--- config.mk ---
export PLATFORM = sky130hd
export DESIGN_NAME = name_port_registry_table_top
export DESIGN_NICKNAME = d
export VERILOG_FILES = /design/src/rtl/nprt_pkg.sv /design/src/rtl/nprt_cell.sv /design/src/rtl/name_port_registry_table_top.sv
export VERILOG_INCLUDE_DIRS = /design/src /design/src/rtl
export SDC_FILE = /design/constraint.sdc
export NUM_CORES = 2
export LEC_CHECK = 0
export BUFFER_PORTS_ARGS = -buffer_cell sky130_fd_sc_hd__buf_4
export CAP_MARGIN = 25
export CORE_ASPECT_RATIO = 1.5
export CORE_MARGIN = 2
export CORE_UTILIZATION = 67
export CTS_CLUSTER_DIAMETER = 50
export DETAILED_ROUTE_END_ITERATION = 12
export PLACE_DENSITY = 0.84
export SYNTH_ARGS = -nofsm -noshare
export SYNTH_HDL_FRONTEND = slang
export SYNTH_SLANG_ARGS = --single-unit
--- constraint.sdc ---
create_clock -name i_clk -period 14.6 [get_ports i_clk]
set_input_delay 0.73 -clock i_clk [delete_from_list [all_inputs] [get_ports i_clk]]
set_output_delay 0.73 -clock i_clk [all_outputs]
set_load 0.01 [all_outputs]
--- src/rtl/assert_macros.svh ---
// ----------------------------------------------------------------------------
// Assertion macros
// Shared concurrent assertion forms, clocked on i_clk and disabled while the
// synchronous reset i_rst_n is low.
// ----------------------------------------------------------------------------
`ifndef ASSERT_MACROS_SVH
`define ASSERT_MACROS_SVH

// The property must hold at every clock edge outside reset.
`define ASSERT_ALWAYS(lbl, prop, msg) \
    lbl: assert property (@(posedge i_clk) disable iff (!i_rst_n) (prop)) else $error(msg);

// The expression must never be true at a clock edge outside reset.
`define ASSERT_NEVER(lbl, expr, msg) \
    lbl: assert property (@(posedge i_clk) disable iff (!i_rst_n) !(expr)) else $error(msg);

`endif

--- src/rtl/nprt_pkg.sv ---
// ----------------------------------------------------------------------------
// Name-port registry package
// Types, constants and helper functions shared by the registry cells and the
// top level.
// ----------------------------------------------------------------------------
package nprt_pkg;

    // Default number of table entries, one cell each.
    localparam int TABLE_ENTRIES_DEF = 16;

    // Lengths at or above this value are rejected.
    localparam logic [15:0] MAX_NAME_LEN = 16'd8;

    // Phase of the token walking the cell row.
    typedef enum logic {
        PH_SEARCH,
        PH_COMMIT
    } t_phase;

    // Kind of request, decided when the item is accepted.
    typedef enum logic [1:0] {
        K_NONE,
        K_PORT,
        K_NAME,
        K_REG
    } t_kind;

    // Controller states.
    typedef enum logic [1:0] {
        S_IDLE,
        S_SEARCH,
        S_COMMIT,
        S_DONE
    } t_state;

    // Token handed from cell to cell. The search phase collects the first
    // port hit, the first name hit and whether a free entry exists; the
    // commit phase carries the pending write and the owner drop.
    typedef struct packed {
        logic         vld;
        t_phase       phase;
        logic [9:0]   client;
        logic [15:0]  port;
        logic [55:0]  name;
        logic [2:0]   len;
        logic         port_hit;
        logic [2:0]   hit_len;
        logic [55:0]  hit_name;
        logic         name_hit;
        logic [15:0]  hit_port;
        logic         free_seen;
        logic         wr;
        logic         drop;
    } t_tok;

    // Mask that keeps the low n bytes of a 64-bit name.
    function automatic logic [63:0] byte_mask(input logic [2:0] n);
        logic [63:0] m;
        m = '0;
        for (int i = 0; i < 8; i++) begin
            if (3'(i) < n) begin
                m[i*8 +: 8] = 8'hFF;
            end
        end
        return m;
    endfunction

    // Effective length: the first n bytes, cut at the first zero byte.
    function automatic logic [2:0] eff_len(input logic [63:0] name, input logic [2:0] n);
        logic [2:0] e;
        e = n;
        for (int i = 7; i >= 0; i--) begin
            if ((3'(i) < n) && (name[i*8 +: 8] == 8'h00)) begin
                e = 3'(i);
            end
        end
        return e;
    endfunction

endpackage

--- src/rtl/nprt_cell.sv ---
// ----------------------------------------------------------------------------
// Registry cell
// Holds one table entry and passes the walking token through a register to its right
// neighbor, updating it in the search phase and applying writes and
// owner drops in the commit phase.
// ----------------------------------------------------------------------------
module nprt_cell
    import nprt_pkg::*;
(
    input  logic i_clk,
    input  logic i_rst_n,
    input  t_tok i_tok,
    output t_tok o_tok
);

    logic         r_valid;
    logic         n_valid;
    logic [55:0]  r_name;
    logic [2:0]   r_len;
    logic [15:0]  r_port;
    logic [9:0]   r_owner;
    t_tok         r_tok;
    t_tok         n_tok;
    logic         w_write;
    logic         w_name_eq;
    logic         w_port_eq;

    // Compare the entry against the token and work out the update.
    always_comb begin
        n_tok     = i_tok;
        n_valid   = r_valid;
        w_write   = 1'b0;
        w_name_eq = r_valid && (r_len == i_tok.len) && (r_name == i_tok.name);
        w_port_eq = r_valid && (r_port == i_tok.port);
        if (i_tok.vld && (i_tok.phase == PH_SEARCH)) begin
            // Cells to the left hold lower indexes, so the first hit is kept.
            if (w_port_eq && !i_tok.port_hit) begin
                n_tok.port_hit = 1'b1;
                n_tok.hit_len  = r_len;
                n_tok.hit_name = r_name;
            end
            if (w_name_eq && !i_tok.name_hit) begin
                n_tok.name_hit = 1'b1;
                n_tok.hit_port = r_port;
            end
            if (!r_valid) begin
                n_tok.free_seen = 1'b1;
            end
        end
        if (i_tok.vld && (i_tok.phase == PH_COMMIT)) begin
            // The lowest free entry takes the write and retires it.
            if (i_tok.wr && !r_valid) begin
                w_write   = 1'b1;
                n_valid   = 1'b1;
                n_tok.wr  = 1'b0;
            end else if (i_tok.drop && r_valid && (r_owner == i_tok.client)) begin
                n_valid = 1'b0;
            end
        end
    end

    // Entry valid bit and token stage.
    always_ff @(posedge i_clk) begin
        if (!i_rst_n) begin
            r_valid   <= 1'b0;
            r_tok.vld <= 1'b0;
        end else begin
            r_valid <= n_valid;
            r_tok   <= n_tok;
        end
    end

    // Entry contents, written only when the entry is claimed.
    always_ff @(posedge i_clk) begin
        if (w_write) begin
            r_name  <= i_tok.name;
            r_len   <= i_tok.len;
            r_port  <= i_tok.port;
            r_owner <= i_tok.client;
        end
    end

    assign o_tok = r_tok;

endmodule

--- src/rtl/name_port_registry_table_top.sv ---
// The token walks the cell row once to search and once to write or drop entries;
// an item that gets no reply skips the search walk and only drops entries.
// A new item is accepted only in the idle state, after the last one has finished its walks.
// The next item is accepted while a result waits; it stalls only when it is done too.
// Reset clears every entry valid bit (table empty) and all handshake state.
// ----------------------------------------------------------------------------
// Name-port registry table
// Row of entry cells with a controller that injects a search token, decides
// the reply from what the token collected, then injects a commit token that
// registers the entry or removes the client's entries.
// ----------------------------------------------------------------------------
`include "assert_macros.svh"

module name_port_registry_table_top
    import nprt_pkg::*;
#(
    parameter int TABLE_ENTRIES = TABLE_ENTRIES_DEF
) (
    input  logic         i_clk,
    input  logic         i_rst_n,
    input  logic         i_valid,
    output logic         o_ready,
    input  logic         i_action,
    input  logic [9:0]   i_client_id,
    input  logic [15:0]  i_port,
    input  logic [15:0]  i_name_len,
    input  logic [63:0]  i_name,
    output logic         o_valid,
    input  logic         i_ready,
    output logic         o_has_reply,
    output logic [15:0]  o_reply_port,
    output logic [15:0]  o_reply_len,
    output logic [63:0]  o_reply_name,
    output logic         o_closed
);

    t_state       r_state;
    t_state       n_state;
    t_tok         r_inj;
    t_tok         n_inj;
    t_tok         w_tok [0:TABLE_ENTRIES];
    t_tok         w_end;

    // Request held for the whole item.
    t_kind        r_kind;
    logic [9:0]   r_client;
    logic [15:0]  r_port;
    logic [2:0]   r_len;
    logic [55:0]  r_en;
    logic [2:0]   r_el;
    logic [63:0]  r_mname;

    // Result waiting for the output register.
    logic         r_res_has;
    logic [15:0]  r_res_port;
    logic [2:0]   r_res_len;
    logic [63:0]  r_res_name;
    logic         r_res_closed;

    // Output register.
    logic         r_ovld;
    logic         r_o_has;
    logic [15:0]  r_o_port;
    logic [2:0]   r_o_len;
    logic [63:0]  r_o_name;
    logic         r_o_closed;

    logic         w_accept;
    logic         w_decide;
    logic         w_load_out;
    t_kind        w_kind;
    logic [2:0]   w_len3;
    logic [2:0]   w_el;
    logic [63:0]  w_en;
    logic         w_reg_ok;
    logic         w_wr;
    logic [15:0]  w_res_port;
    logic [2:0]   w_res_len;
    logic [63:0]  w_res_name;
    logic         w_res_closed;

    // Classify the incoming request and form its effective name.
    always_comb begin
        w_len3 = i_name_len[2:0];
        w_el   = eff_len(i_name, w_len3);
        w_en   = i_name & byte_mask(w_el);
        if (i_action || (i_name_len >= MAX_NAME_LEN)
                || ((i_port == 16'd0) && (i_name_len == 16'd0))) begin
            w_kind = K_NONE;
        end else if (i_name_len == 16'd0) begin
            w_kind = K_PORT;
        end else if (i_port == 16'd0) begin
            w_kind = K_NAME;
        end else begin
            w_kind = K_REG;
        end
    end

    // Decide the reply from the search token returning at the row's end.
    always_comb begin
        w_reg_ok     = !w_end.port_hit && !w_end.name_hit && w_end.free_seen;
        w_wr         = 1'b0;
        w_res_port   = r_port;
        w_res_len    = 3'd0;
        w_res_name   = '0;
        w_res_closed = 1'b1;
        case (r_kind)
            K_PORT: begin
                if (w_end.port_hit) begin
                    w_res_len  = w_end.hit_len;
                    w_res_name = {8'h00, w_end.hit_name};
                end
            end
            K_NAME: begin
                w_res_len  = r_len;
                w_res_name = r_mname;
                w_res_port = w_end.name_hit ? w_end.hit_port : 16'd0;
            end
            K_REG: begin
                if (w_reg_ok) begin
                    w_wr         = 1'b1;
                    w_res_len    = r_len;
                    w_res_name   = r_mname;
                    w_res_closed = 1'b0;
                end
            end
            default: begin
                w_res_port = 16'd0;
            end
        endcase
    end

    // Controller state register.
    always_ff @(posedge i_clk) begin
        if (!i_rst_n) begin
            r_state <= S_IDLE;
        end else begin
            r_state <= n_state;
        end
    end

    // Next state, token injection and handshake.
    always_comb begin
        n_state    = r_state;
        n_inj      = '0;
        w_accept   = 1'b0;
        w_decide   = 1'b0;
        w_load_out = 1'b0;
        o_ready    = 1'b0;
        case (r_state)
            S_IDLE: begin
                o_ready = 1'b1;
                if (i_valid) begin
                    w_accept     = 1'b1;
                    n_inj.vld    = 1'b1;
                    n_inj.client = i_client_id;
                    n_inj.port   = i_port;
                    n_inj.name   = w_en[55:0];
                    n_inj.len    = w_el;
                    if (w_kind == K_NONE) begin
                        // No reply: go straight to dropping the client's entries.
                        n_inj.phase = PH_COMMIT;
                        n_inj.drop  = 1'b1;
                        n_state     = S_COMMIT;
                    end else begin
                        n_inj.phase = PH_SEARCH;
                        n_state     = S_SEARCH;
                    end
                end
            end
            S_SEARCH: begin
                if (w_end.vld) begin
                    w_decide     = 1'b1;
                    n_inj.vld    = 1'b1;
                    n_inj.phase  = PH_COMMIT;
                    n_inj.client = r_client;
                    n_inj.port   = r_port;
                    n_inj.name   = r_en;
                    n_inj.len    = r_el;
                    n_inj.wr     = w_wr;
                    n_inj.drop   = !w_wr;
                    n_state      = S_COMMIT;
                end
            end
            S_COMMIT: begin
                if (w_end.vld) begin
                    n_state = S_DONE;
                end
            end
            S_DONE: begin
                if (!r_ovld || i_ready) begin
                    w_load_out = 1'b1;
                    n_state    = S_IDLE;
                end
            end
            default: begin
                n_state = S_IDLE;
            end
        endcase
    end

    // Injection register feeding the first cell.
    always_ff @(posedge i_clk) begin
        if (!i_rst_n) begin
            r_inj.vld <= 1'b0;
        end else begin
            r_inj <= n_inj;
        end
    end

    // Request capture.
    always_ff @(posedge i_clk) begin
        if (w_accept) begin
            r_kind   <= w_kind;
            r_client <= i_client_id;
            r_port   <= i_port;
            r_len    <= w_len3;
            r_en     <= w_en[55:0];
            r_el     <= w_el;
            r_mname  <= i_name & byte_mask(w_len3);
        end
    end

    // Result capture: a rejected item gets the empty closing result at once.
    always_ff @(posedge i_clk) begin
        if (w_accept) begin
            r_res_has    <= 1'b0;
            r_res_port   <= 16'd0;
            r_res_len    <= 3'd0;
            r_res_name   <= '0;
            r_res_closed <= 1'b1;
        end else if (w_decide) begin
            r_res_has    <= 1'b1;
            r_res_port   <= w_res_port;
            r_res_len    <= w_res_len;
            r_res_name   <= w_res_name;
            r_res_closed <= w_res_closed;
        end
    end

    // Output register valid.
    always_ff @(posedge i_clk) begin
        if (!i_rst_n) begin
            r_ovld <= 1'b0;
        end else if (w_load_out) begin
            r_ovld <= 1'b1;
        end else if (i_ready) begin
            r_ovld <= 1'b0;
        end
    end

    // Output register payload.
    always_ff @(posedge i_clk) begin
        if (w_load_out) begin
            r_o_has    <= r_res_has;
            r_o_port   <= r_res_port;
            r_o_len    <= r_res_len;
            r_o_name   <= r_res_name;
            r_o_closed <= r_res_closed;
        end
    end

    // Row of entry cells; index 0 is the lowest table index.
    assign w_tok[0] = r_inj;

    for (genvar g = 0; g < TABLE_ENTRIES; g++) begin : g_cell
        nprt_cell u_cell (
            .i_clk   (i_clk),
            .i_rst_n (i_rst_n),
            .i_tok   (w_tok[g]),
            .o_tok   (w_tok[g+1])
        );
    end

    assign w_end = w_tok[TABLE_ENTRIES];

    assign o_valid      = r_ovld;
    assign o_has_reply  = r_o_has;
    assign o_reply_port = r_o_port;
    assign o_reply_len  = {13'd0, r_o_len};
    assign o_reply_name = r_o_name;
    assign o_closed     = r_o_closed;

    // A token leaves the row only while the controller waits for one.
    `ASSERT_NEVER(a_tok_unexpected, w_end.vld && (r_state == S_IDLE || r_state == S_DONE), "token left the cell row while no walk was pending")

    // The returning token's phase matches the walk the controller started.
    `ASSERT_ALWAYS(a_tok_phase, (w_end.vld && r_state == S_SEARCH) |-> (w_end.phase == PH_SEARCH), "commit token seen during search")

    // A client stays open only after a registration that echoes a nonzero length.
    `ASSERT_ALWAYS(a_open_reply, (r_ovld && !r_o_closed) |-> (r_o_has && r_o_len != 3'd0), "open client without a registration reply")

    // An item without a reply carries an empty record and closes the client.
    `ASSERT_ALWAYS(a_noreply_empty, (r_ovld && !r_o_has) |-> (r_o_port == 16'd0 && r_o_len == 3'd0 && r_o_closed), "item without reply has nonzero fields")

endmodule
-- Yosys cells after proc, flatten, opt, wreduce, memory -nomap -nowiden
Cells that the tools add are included.
- register bits after elaboration: 4376
- input bits: 111
- logic and storage cells: 929
- order comparisons: 16
- equality and inequality tests: 74
- multiplexer cells: 225
- bitwise gates (word level): 18
- reductions and logical operators: 272
- operator list (kind ; count):
    78-bit two-way mux ; 15
    60-bit two-way mux ; 16
    56-bit == test ; 16
    17-bit two-way mux ; 16
    16-bit == test ; 16
    64-bit case mux with 3 select lines ; 1
    8-bit two-way mux ; 23
    87-bit two-way mux ; 2
    87-bit case mux with 2 select lines ; 1
    1-bit logical AND ; 169
    10-bit == test ; 16
    1-bit two-way mux ; 127
    64-bit AND ; 1
    8-bit zero test ; 8
    64-bit two-way mux ; 1
    56-bit AND ; 1
    56-bit two-way mux ; 1
    1-bit zero test ; 50
    3-bit == test ; 16
    2-bit AND reduction ; 19
    2-bit nonzero test ; 17
    16-bit zero test ; 2
    16-bit case mux with 2 select lines ; 1
    3-bit two-way mux ; 10
    18 further kinds ; 60

-- Logic depth before layout (Yosys ltp)
- depth after elaboration: 15
- gate-level depth with buffers: 10
- gate-level depth less buffers: 8

-- By module
A second synthesis with hierarchy kept.
- cell total of the unflattened synthesis: 8866
- area total of the unflattened synthesis: 168794.4 µm²
- by module, submodules not included (module ; instances ; cells an instance ; area each (µm²)):
    nprt_cell ; 16 ; 486 ; 9604.2
    name_port_registry_table_top ; 1 ; 1090 ; 15127.0

-- Least setup slack after synthesis
OpenSTA, ideal clock, no wires.
- path kind: register to register
- start: register g_cell[9].u_cell.r_tok, in the netlist g_cell[9].u_cell.o_tok[165]
- end: register g_cell[10].u_cell.r_len[0], enable pin
- data arrival time: 6.691 ns
- required time: 13.948 ns
- path slack: 7.257 ns
- stages on the path, launching flop included: 3
- clock period less this slack: 7.343 ns
- cells stage by stage: edfxtp_1 > nand2_1 > nor3b_1
- cells in the longest elaborated chain, start to end: 2
- ends and longest elaborated chain (item ; line ; RTL):
    from (decl) ; nprt_cell.sv:22 ; t_tok r_tok;
    from (signal assigned) ; nprt_cell.sv:69 ; r_tok <= n_tok;
    1-bit logical AND ; nprt_cell.sv:50 ; if (i_tok.vld && (i_tok.phase == PH_COMMIT)) begin
    1-bit two-way mux ; nprt_cell.sv:50 ;
    named net g_cell[10].u_cell.w_write ; nprt_cell.sv:24 ; logic w_write;
    to (signal assigned) ; nprt_cell.sv:77 ; r_len <= i_tok.len;
    to (decl) ; nprt_cell.sv:19 ; logic [2:0] r_len;
The timed path passes the listed nets, and every way through them passes these cells.
A chain may end at the register's enable or synchronous reset.

==> parameters.txt <==
Parameter                              Value

Clock tree
  Max H-tree Level ... 5
  Number of clock buffers inserted by TritonCTS ... ~380
  Clk buf depth ... 4
  Buffer count from post-CTS setup fixing ... 0
  Clk Tree Root Cell ... clkbuf_16
  Clock transition at the registers of the reported paths ... 0.06 ns
  CTS tree ... done
  Clock insertion delay at the later pin of the skew report ... 0.90 ns
  Number of gates resized after CTS ... 0
  # clock sinks ... around 4400

Placed design
  Number of port buffers ... 181
  Placed cell count ... roughly 12000
  Half-perimeter wire length after placement ... around 280 mm
  Gpl congestion ... 1.006

Global routing
  Global routing usage summed across all routing layers ... 0.3102
  First-pass GRT wire length ... ~550 mm
  Antenna violations before repair ... 26
  GR Overflow Total ... 0
  Number of global-route vias before repair ... between 70000 and 80000
  Maximum number of pins on one net before global-route repair ... 214

Synth
  Dominant register cell in the synthesized netlist ... edfxtp_1
  Synthesis Warnings ... 0
  Number of synthesized register bits ... around 4400
  Share of async-settable or async-resettable flops after synthesis ... 0
  Simple-gate share of the synthesized area ... 0.03852
  Post-synthesis adder-cell area fraction ... 0.0003052
  Count of flip-flops with a built-in enable after synthesis ... between 4000 and 5000
  Number of standard cells after synthesis ... 8481
  Proportion of synthesized chip area in sequential cells ... 0.7900
  Post-synth cell types ... 78
  Xor and xnor area share after synthesis ... 0.06607
  Combinational family with the most area after synthesis ... multiplexers
  Post-Synthesis Mean Instance Area ... 19.34 µm²
  Area fraction in compound gates after synthesis ... 0.01882
  Mux share of post-synthesis cell area ... 0.07783
  Post-synthesis instance area ... 164000 µm²

Floorplanning
  Starting density of the core ... 0.6732
  Site Rows ... ~220
  Floorplan die height ... just over 600 µm
  Width of the chip ... approximately 410 µm
  Core area ... 243600 µm²
  Die area ... between 200000 and 250000 µm²
  IO Pins ... 211

Worst setup path
  Setup slack of the worst register-to-register path ... 10.48 ns
  Required @ worst endpoint ... 15.20 ns
  Most frequent CP cell ... nand4_1
  Number of cells on the critical path ... 7
  Crit path DAT ... approximately 4.7 ns
  Depth of the worst register-to-register path ... 7
  Launch instance of the worst register-to-register path ... g_cell[1].u_cell.r_name[52]
  Series of cell instances along the critical path ... xnor2_1 > nand4_1 > nor4_1 > nand4_1 > nor3_2 > buf_4 > mux2_2
  Launch point of the critical path ... g_cell[1].u_cell.r_name[52]
  Crit. End Element ... register
  Sort of element at the start of the critical path ... register
  Maximum cell stage delay along the critical path ... 0.91 ns
  Capturing point of the worst reg2reg path ... g_cell[1].u_cell.o_tok[18]
  Start-to-end type of the worst setup path ... register to register
  Cell family contributing the most delay on the critical path ... simple AND/OR/NAND/NOR gates
  Buffering stage count on the worst path with inverters included ... 1
  Worst setup path endpoint ... g_cell[1].u_cell.o_tok[18]
  Slowest CP cell ... xnor2_1
  Maximum net fanout on the critical path ... 16

STA
  Hold_ws ... just under 0.07 ns
  Transition time at the pin with the least slew margin ... between 1 and 1.5 ns
  Max-slew headroom ... 0.08808
  Count of endpoints failing setup in the final report ... 0
  RSZ-0062 raised after global routing ... no
  Fin Clk Skew ... a little over 0.06 ns
  Time the worst path needs with I/O delays and setup ... ~4 ns
  Final max-slew violation count ... 0
  Number of hold violations in the final report ... 0
  Highest Clock Rate ... about 240 MHz
  Setup TNS ... 0 ns
  Final Cycle Share ... 0.2819

Run status
  Outcome ... finished, final reports clean

Route
  Overall via count from detail_route ... just under 80000
  1st-iter DRT viols ... around 9000
  Routed WL per cell ... approximately 30 µm
  Number of remaining DRC errors ... 0
  Residual antenna-violating net count after detailed routing ... 0
  Ratio of routed vias to standard cells ... around 6
  Count of TritonRoute iterations in the first routing pass ... 6
  Routed Wire Length ... 386.9 mm

Hold path
  Type of the worst min-delay path ... primary input to register

Power
  Power per standard cell area ... roughly 140 nW/µm²
  IR Drop Worst-Case VDD ... roughly 120 µV
  P_leak ... 0.06039 µW

Cells and area
  Sequential cell area in the final layout ... 129600 µm²
  Proportion of layout cells with a drive suffix above 1 ... 0.2158
  Synth-to-layout area growth ... 10.97%
  Number of cells in the finished layout apart from fillers ... around 13000
  Filler cell count in the final layout ... 12770
  Layout net count ... between 9000 and 10000
  Total area of multi-input combinational cells ... 33390 µm²
  Fraction of the core area covered by cells at the end of the flow ... 0.7471

Flow run
  Number of violations of the max-capacitance limit ... 0
worst reg2reg max path, delay by kind of cell, from the launching register on:
| kind | cells | cell delay, ns |
|---|---|---|
| flops | 1 | 0.42 |
| buf+inv | 1 | 0.33 |
| simple gates | 4 | 1.72 |
| xor+xnor | 1 | 0.91 |
| mux | 1 | 0.43 |
cell families after synthesis:
| group | count (synthesis) |
|---|---|
| AO/OA/AOI/OAI | 416 |
| XOR/XNOR | 1237 |
| adder cells (fa/ha/maj) | 4 |
| buffers and inverters | 303 |
| flip-flops | 4352 |
| multiplexers | 1127 |
| other | 1 |
| AND/OR/NAND/NOR | 1041 |
flip-flops by register name, indices dropped and copies added, names as in the netlist, 48 cells and up:
name and cells:
r_inj 89, g_cell.u_cell.r_len 48, o_reply_name 56, g_cell.u_cell.r_owner 160, g_cell.u_cell.r_port 256, g_cell.u_cell.r_name 896
r_en 56, r_res_name 56, r_mname 56, g_cell.u_cell.o_tok 2584
cells in the final DEF (no fill, tap or decap), types with 33 or more instances in the layout:
cell | netlist | routed
nor3_1 | 52 | 50
dfxtp_1 | 113 | 113
a21oi_1 | 35 | 35
inv_1 | 112 | 111
mux2_1 | 37 | 37
a22oi_1 | 61 | 61
clkbuf_1 | 112 | 83
nand2b_1 | 52 | 52
a22o_1 | 97 | 97
xor2_1 | 631 | 631
buf_4 | 30 | 262
clkinv_1 | 0 | 54
nand4_1 | 195 | 195
o21ai_0 | 79 | 78
clkinv_2 | 0 | 67
xnor2_1 | 606 | 606
edfxtp_1 | 4239 | 4239
nor2b_1 | 90 | 89
nor4_1 | 189 | 187
and2_1 | 152 | 151
nand2_1 | 109 | 109
clkbuf_16 | 0 | 384
and3_1 | 38 | 33
mux2_2 | 1068 | 1068
synth_stat cells (79+ instances only):
| cell | instances | share of area |
|---|---|---|
| dfxtp_1 | 113 | 0.014 |
| nor2b_1 | 90 | 0.0034 |
| nand2_1 | 109 | 0.0025 |
| inv_1 | 112 | 0.0026 |
| nor4_1 | 189 | 0.0072 |
| xnor2_1 | 606 | 0.032 |
| edfxtp_1 | 4239 | 0.78 |
| and2_1 | 152 | 0.0058 |
| mux2_2 | 1068 | 0.073 |
| o21ai_0 | 79 | 0.0024 |
| xor2_1 | 631 | 0.034 |
| nand4_1 | 195 | 0.0074 |
| clkbuf_1 | 112 | 0.0026 |
| a22o_1 | 97 | 0.0052 |
report_power, final:
group / internal (µW) / switching [µW] / leakage [µW] / total (µW)
Clock: 5440 / 4390 / 0.00588 / 9830
Combinational: 369 / 716 / 0.0130 / 1090
Sequential: 14400 / 468 / 0.0415 / 14900
layout make-up:
class,instances,area share
tap,3248,0.02233
sequential,4352,0.7119
inverter,112,0.002351
clock buffer,480,0.05543
multi-input combinational,3846,0.1835
timing repair buffer,295,0.01330
antenna,13,0.0001788
clock inverter,206,0.01106
worst min-delay path by stage:
| stage | startpoint | to | slack, ns | depth (start not counted) |
|---|---|---|---|---|
| 2_1_floorplan | r_res_name[0] | o_reply_name[0] | 0.41 | 0 |
| 6_report | i_port[2] | r_port[2] | 0.07 | 1 |
| 4_1_cts | i_port[2] | r_port[2] | 0.005 | 1 |
| 5_1_grt | i_port[2] | r_port[2] | 0.03 | 1 |
| 3_5_place_dp | r_res_name[32] | o_reply_name[32] | 0.41 | 0 |
| 3_3_place_gp | r_res_name[31] | o_reply_name[31] | 0.41 | 0 |
metal layers:
metal / global-route usage / part of all wire
met1: 0.3418 / 0.32
met2: 0.5420 / 0.52
met3: 0.04218 / 0.058
met4: 0.2449 / 0.095
met5: 0 / 0.000034
per-stage QoR:
stage	area (µm²)	setup slack, ns	power (µW)
3_3_place_gp	169600	10.18	16130
6_report	182000	10.48	25810
3_5_place_dp	169700	10.01	16200
2_1_floorplan	164100	7.257	15460
5_1_grt	182000	10.34	26420
4_1_cts	181900	10.27	25900
what timing repair did:
| item | CTS | global route |
|---|---|---|
| hold endpoints to repair | 8 | 0 |
| hold buffers | 8 | 0 |
| setup endpoints to repair | 0 | 0 |
No activity file was read; power rests on OpenSTA's default activity.
